$ cat src/hdl/e2q_pkg.sv
`timescale 1ns / 1ps
// ----------------------------------------------------------------------------
// e2q_pkg
// Shared constants, arctangent table and helpers for the Euler to quaternion
// converter.
// ----------------------------------------------------------------------------
package e2q_pkg;

  localparam int CORDIC_STEPS_DEF = 16;
  localparam int OUT_WIDTH_DEF    = 16;
  localparam int TABLE_LEN        = 24;
  localparam int ANGLE_W          = 16;
  localparam int CW               = 32;  // CORDIC datapath width, Q2.29
  localparam int MW               = 22;  // sine and cosine after rounding, Q2.20
  localparam int PW               = 44;  // two-factor product, Q.40
  localparam int SW               = 68;  // triple-product sum, Q.60
  localparam int MID_FRAC         = 20;
  localparam int ANG_TO_MID       = 9;
  localparam logic signed [ANGLE_W-1:0] ANGLE_LIMIT = 16'sd25736;
  localparam logic signed [CW-1:0]      GAIN_Q29    = 32'sd326016437;

  function automatic logic signed [CW-1:0] arctan(input int i);
    logic signed [CW-1:0] r;
    case (i)
      0: r = 32'sd421657428;
      1: r = 32'sd248918915;
      2: r = 32'sd131521918;
      3: r = 32'sd66762579;
      4: r = 32'sd33510843;
      5: r = 32'sd16771758;
      6: r = 32'sd8387925;
      7: r = 32'sd4194219;
      8: r = 32'sd2097141;
      9: r = 32'sd1048575;
      default: r = CW'(32'sd1 <<< (29 - i));
    endcase
    return r;
  endfunction

endpackage

$ cat src/hdl/e2q_cordic_lane.sv
`timescale 1ns / 1ps
// ----------------------------------------------------------------------------
// e2q_cordic_lane
// Unrolled, pipelined rotation-mode CORDIC: one register stage per step,
// then a rounding stage to Q2.20. Advances only when en is high.
// ----------------------------------------------------------------------------
module e2q_cordic_lane #(
  parameter int CORDIC_STEPS = e2q_pkg::CORDIC_STEPS_DEF
) (
  input  logic                                clk,
  input  logic                                en,
  input  logic signed [e2q_pkg::ANGLE_W-1:0]  angle,
  output logic signed [e2q_pkg::MW-1:0]       cos_h,
  output logic signed [e2q_pkg::MW-1:0]       sin_h
);
  localparam int CW = e2q_pkg::CW;

  logic signed [CW-1:0] xs [CORDIC_STEPS+1];
  logic signed [CW-1:0] ys [CORDIC_STEPS+1];
  logic signed [CW-1:0] zs [CORDIC_STEPS+1];
  logic signed [e2q_pkg::ANGLE_W-1:0] clamped;
  logic signed [CW-1:0] x_rnd;
  logic signed [CW-1:0] y_rnd;

  always_comb begin
    if (angle > e2q_pkg::ANGLE_LIMIT) begin
      clamped = e2q_pkg::ANGLE_LIMIT;
    end else if (angle < -e2q_pkg::ANGLE_LIMIT) begin
      clamped = -e2q_pkg::ANGLE_LIMIT;
    end else begin
      clamped = angle;
    end
  end

  // Stage 0 holds the clamped half-angle in Q2.29.
  always_ff @(posedge clk) begin
    if (en) begin
      xs[0] <= e2q_pkg::GAIN_Q29;
      ys[0] <= '0;
      zs[0] <= $signed({clamped, 16'd0}) >>> 1;
    end
  end

  for (genvar i = 0; i < CORDIC_STEPS; i++) begin : g_step
    always_ff @(posedge clk) begin
      if (en) begin
        if (!zs[i][CW-1]) begin
          xs[i+1] <= xs[i] - (ys[i] >>> i);
          ys[i+1] <= ys[i] + (xs[i] >>> i);
          zs[i+1] <= zs[i] - e2q_pkg::arctan(i);
        end else begin
          xs[i+1] <= xs[i] + (ys[i] >>> i);
          ys[i+1] <= ys[i] - (xs[i] >>> i);
          zs[i+1] <= zs[i] + e2q_pkg::arctan(i);
        end
      end
    end
  end

  assign x_rnd = (xs[CORDIC_STEPS] + CW'(1 << (e2q_pkg::ANG_TO_MID - 1)))
                 >>> e2q_pkg::ANG_TO_MID;
  assign y_rnd = (ys[CORDIC_STEPS] + CW'(1 << (e2q_pkg::ANG_TO_MID - 1)))
                 >>> e2q_pkg::ANG_TO_MID;

  always_ff @(posedge clk) begin
    if (en) begin
      cos_h <= x_rnd[e2q_pkg::MW-1:0];
      sin_h <= y_rnd[e2q_pkg::MW-1:0];
    end
  end
endmodule

$ cat config.mk
export PLATFORM = sky130hd
export DESIGN_NAME = e2q_cordic_lane
export DESIGN_NICKNAME = d
export VERILOG_FILES = /design/src/hdl/e2q_pkg.sv /design/src/hdl/e2q_cordic_lane.sv
export SDC_FILE = /design/constraint.sdc
export NUM_CORES = 2
export LEC_CHECK = 0
export BUFFER_PORTS_ARGS = -buffer_cell sky130_fd_sc_hd__buf_2
export CORE_MARGIN = 2
export CORE_UTILIZATION = 50
export DETAILED_ROUTE_END_ITERATION = 12
export PLACE_DENSITY = 0.65
export SLEW_MARGIN = 20
export SYNTH_ARGS = -nofsm -noshare
export SYNTH_HDL_FRONTEND = slang
export SYNTH_SLANG_ARGS = --single-unit
export TNS_END_PERCENT = 1
$ cat constraint.sdc
create_clock -name clk -period 9 [get_ports clk]
set_clock_uncertainty 0.1 [all_clocks]
set_input_delay 1.8 -clock clk [delete_from_list [all_inputs] [get_ports clk]]
set_output_delay 1.8 -clock clk [all_outputs]
set_load 0.1 [all_outputs]
==> metrics.md <==
| Metric | Value |
|---|---|
| Status | `finished clean` |
| Multi-input gate area | `69,600 um^2` |
| Synthesized area | `~110,000 um^2` |
| R2R Setup Slk | `around 2800 ps` |
| Worst Hold End | `zs[11][18]` |
| Hold Path Cell Cnt | `0` |
| Seq cells post-synth | `about 1,300` |
| Crit-path cells | `buf_12 > nand2_1 > inv_1 > nor2_1 > a21oi_1 > nand2_1 > xnor2_1 > ha_1 > and3_1 > a221oi_1 > o2bb2ai_1 > a211oi_1 > a31oi_1 > o211ai_1 > nor2b_1 > a21oi_1 > a211oi_1 > a21oi_1 > xnor2_1` |
| Fill count | `19,800` |
| Iteration-0 DRC Markers | `6,984` |
| Worst relative slew slack | `about 20%` |
| Initial antenna violation count | `4` |
| Routed Antenna Nets | `0` |
| Drt drc | `0` |
| Most common cell in the netlist | `edfxtp_1` |
| Clock transition at path regs | `50 ps` |
| Post-DP HPWL | `233,000 um` |
| # hold bufs at CTS | `0` |
| Critical Path RT | `9460 ps` |
| Critical R2R Launch | `ys[5][5]` |
| CP Depth | `19` |
| Final setup vio count | `0` |
| Top post-synthesis cells by count | `1,344 x edfxtp_1, 1,339 x ha_1, 1,201 x a21oi_1` |
| RSZ-0062 raised after global routing | `false` |
| Avg Inst Size Synth | `9.70 um^2` |
| Final Hold Fails | `0` |
| CTS tree | `yes` |
| Crit path capture type | `flip-flop` |
| Layout Area Growth over Synthesis | `8.29%` |
| Io pins | `62` |
| Ys flop type | `edfxtp_1` |
| Slowest stage delay, CP | `between 800 and 900 ps` |
| Final WL | `295,000 um` |
| Post-synthesis cell count | `11,600` |
| CP top delay family | `compound AO/OA/AOI/OAI gates` |
| Worst min path class | `flip-flop to flip-flop` |
| Startpoint types | `primary input` |
| Die W | `about 480 um` |
| Yosys warning count | `0` |
| Distinct cells, synth | `104` |
| H-tree depth | `4` |
| Total negative slack | `0 ps` |
| Register area | `40,400 um^2` |
| Final period util | `74.9%` |
| Crit-path max FO | `58` |
| Clk root buf | `clkbuf_16` |
| Worst flop-to-flop path endpoint | `xs[6][30]` |
| Via Count | `87,600` |
| GP Congestion | `0.949` |
| Worst Path Arrival | `7200 ps` |
| Crit Path Category | `primary input to flip-flop` |
| Initial Utilization | `about half` |
| HP Start | `zs[10][18]` |
| Global-route wire length before repair | `467,000 um` |
| DRT Pass-1 Iters | `8` |
| TritonCTS Buffers | `approximately 160` |
| Clock tree buffer depth | `3` |
| Slew Limit Fails | `0` |
| Drt wl/cell | `19.9 um` |
| Worst-skew pair later-pin latency | `840 ps` |
| Post-synth top area share | `35.9%` |
| EDFF count, synth | `1,344` |
| Die area | `about 230,000 um^2` |
| Worst-Margin Slew | `1190 ps` |
| Clock Sinks | `1,344` |
| Yosys top cell by area | `edfxtp_1` |
| Top cells by area, synth | `edfxtp_1 36%, ha_1 15%, xnor2_1 9.0%` |
| Fraction of layout cells with a size suffix above 1 | `between 4 and 5%` |
| Vias per cell | `roughly 5.9` |
| Total grt overflow | `0` |
| Row cnt | `174` |
| Peak Freq | `~0.15 GHz` |
| Most used cell, CP | `a21oi_1` |
| Gates resized, CTS repair | `0` |
| Setup bufs post-CTS | `0` |
| Final design utilization | `54.3%` |
| Largest net degree at the start of global routing | `about 130` |
| Total track usage | `25.2%` |
| Slowest-stage cell, CP | `inv_1` |
| Crit path buf inv count | `2` |
| Post-synth ARST share | `0%` |
| Total core area | `224,000 um^2` |
| Die height | `around 480 um` |
| Nets@finish | `13,100` |
| Vias in the first global route | `84,900` |
| Fin crit period | `about 6700 ps` |
| Max_cap viols | `0` |
| Reg2Reg Depth | `18` |
| Register area share after synthesis | `35.9%` |
| PortBufs | `61` |
[flip-flops by register name (all words and copies together) (netlist names)]
name / flops
xs: 462
sin_h: 22
cos_h: 22
ys: 472
zs: 366
[how the worst max path moves through the flow]
stage | to | start | slack [ps]
2_1_floorplan | xs[4][28] | en | 2280
3_3_place_gp | ys[8][31] | en | 1630
3_5_place_dp | ys[8][31] | en | 1570
4_1_cts | ys[8][31] | en | 2450
5_1_grt | ys[8][31] | en | 1810
6_report | ys[8][31] | en | 2260
[worst reg2reg max path: stages (launching register included)]
cell and delay, ps:
edfxtp_1 500, inv_1 100, ha_1 210, nand3_1 130, nor2_1 340, nand2_1 210
nor4_1 820, a21oi_1 190, xor2_1 260, ha_1 340, nand4_1 190, nor2_1 70
a2111oi_0 650, o41ai_1 380, o31ai_1 560, a32oi_1 280, a211o_1 310, a21oi_1 170
xnor2_1 130
[kinds of logic (layout without fill, tap and decap cells)]
logic type	after synthesis	after routing	share of synthesized area [%]
DFF	1344	1344	35.9
AOI/OAI and AO/OA	3422	3422	19.4
and+or+nand+nor	2996	2996	12.7
other	2	11	0.00668
xor gates and xnor gates	1710	1710	13.3
muxes	95	95	0.893
adders and majority gates	1378	1378	15.6
buffers and inverters	643	882	2.15
[final cells by class]
class,count,share of cell area [%]
Multi-Input combinational cell,9609,57.2
Antenna cell,3,0.00617
Clock inverter,110,0.894
Timing Repair Buffer,128,0.690
Inverter,454,1.40
Tap cell,2992,3.08
Sequential cell,1344,33.2
Clock buffer,190,3.56
[layer usage]
layer / share of wire, % / global-route usage (%) / wire [um] / vias to the layer above
met5: 0.0068 / 0 / 20 / -
met2: 46 / 41.5 / 137000 / 2081
li1: - / - / - / 43200
met3: 4.8 / 2.97 / 14000 / 407
met4: 2.8 / 7.43 / 8190 / 2
met1: 46 / 34.8 / 136000 / 42000
[per-stage QoR]
step,instance area (um^2),hold slack (ps),cells,setup WS (ps)
floorplan,112000,300,11600,2280
global placement,116000,307,14500,1630
detailed placement,116000,305,14500,1570
CTS,122000,318,14800,2450
global route,122000,336,14800,1810
finish,122000,317,14800,2260
[cell usage in the layout, fill, tap and decap left out, types with 46 or more instances in the layout]
cell,count
inv_1,446
xor2_1,561
edfxtp_1,1344
a211oi_1,97
nand2_1,709
nor4_1,69
buf_2,60
xnor2_1,1149
nand3_1,207
and3_1,86
a31oi_1,116
mux2i_1,53
o31ai_1,101
o21a_1,186
nor3_1,291
ha_1,1339
or2_2,46
buf_4,65
nor2_1,925
o21bai_1,166
a21oi_1,1201
nand2b_1,169
or3_1,83
o211ai_1,51
a21o_1,504
and2_1,63
clkbuf_16,170
nor2b_1,138
nand4_1,72
o21ai_0,541
Power is left out: the tool's default activity adds up to more than one toggle a clock period on the data nets, which glitch-free logic cannot reach.
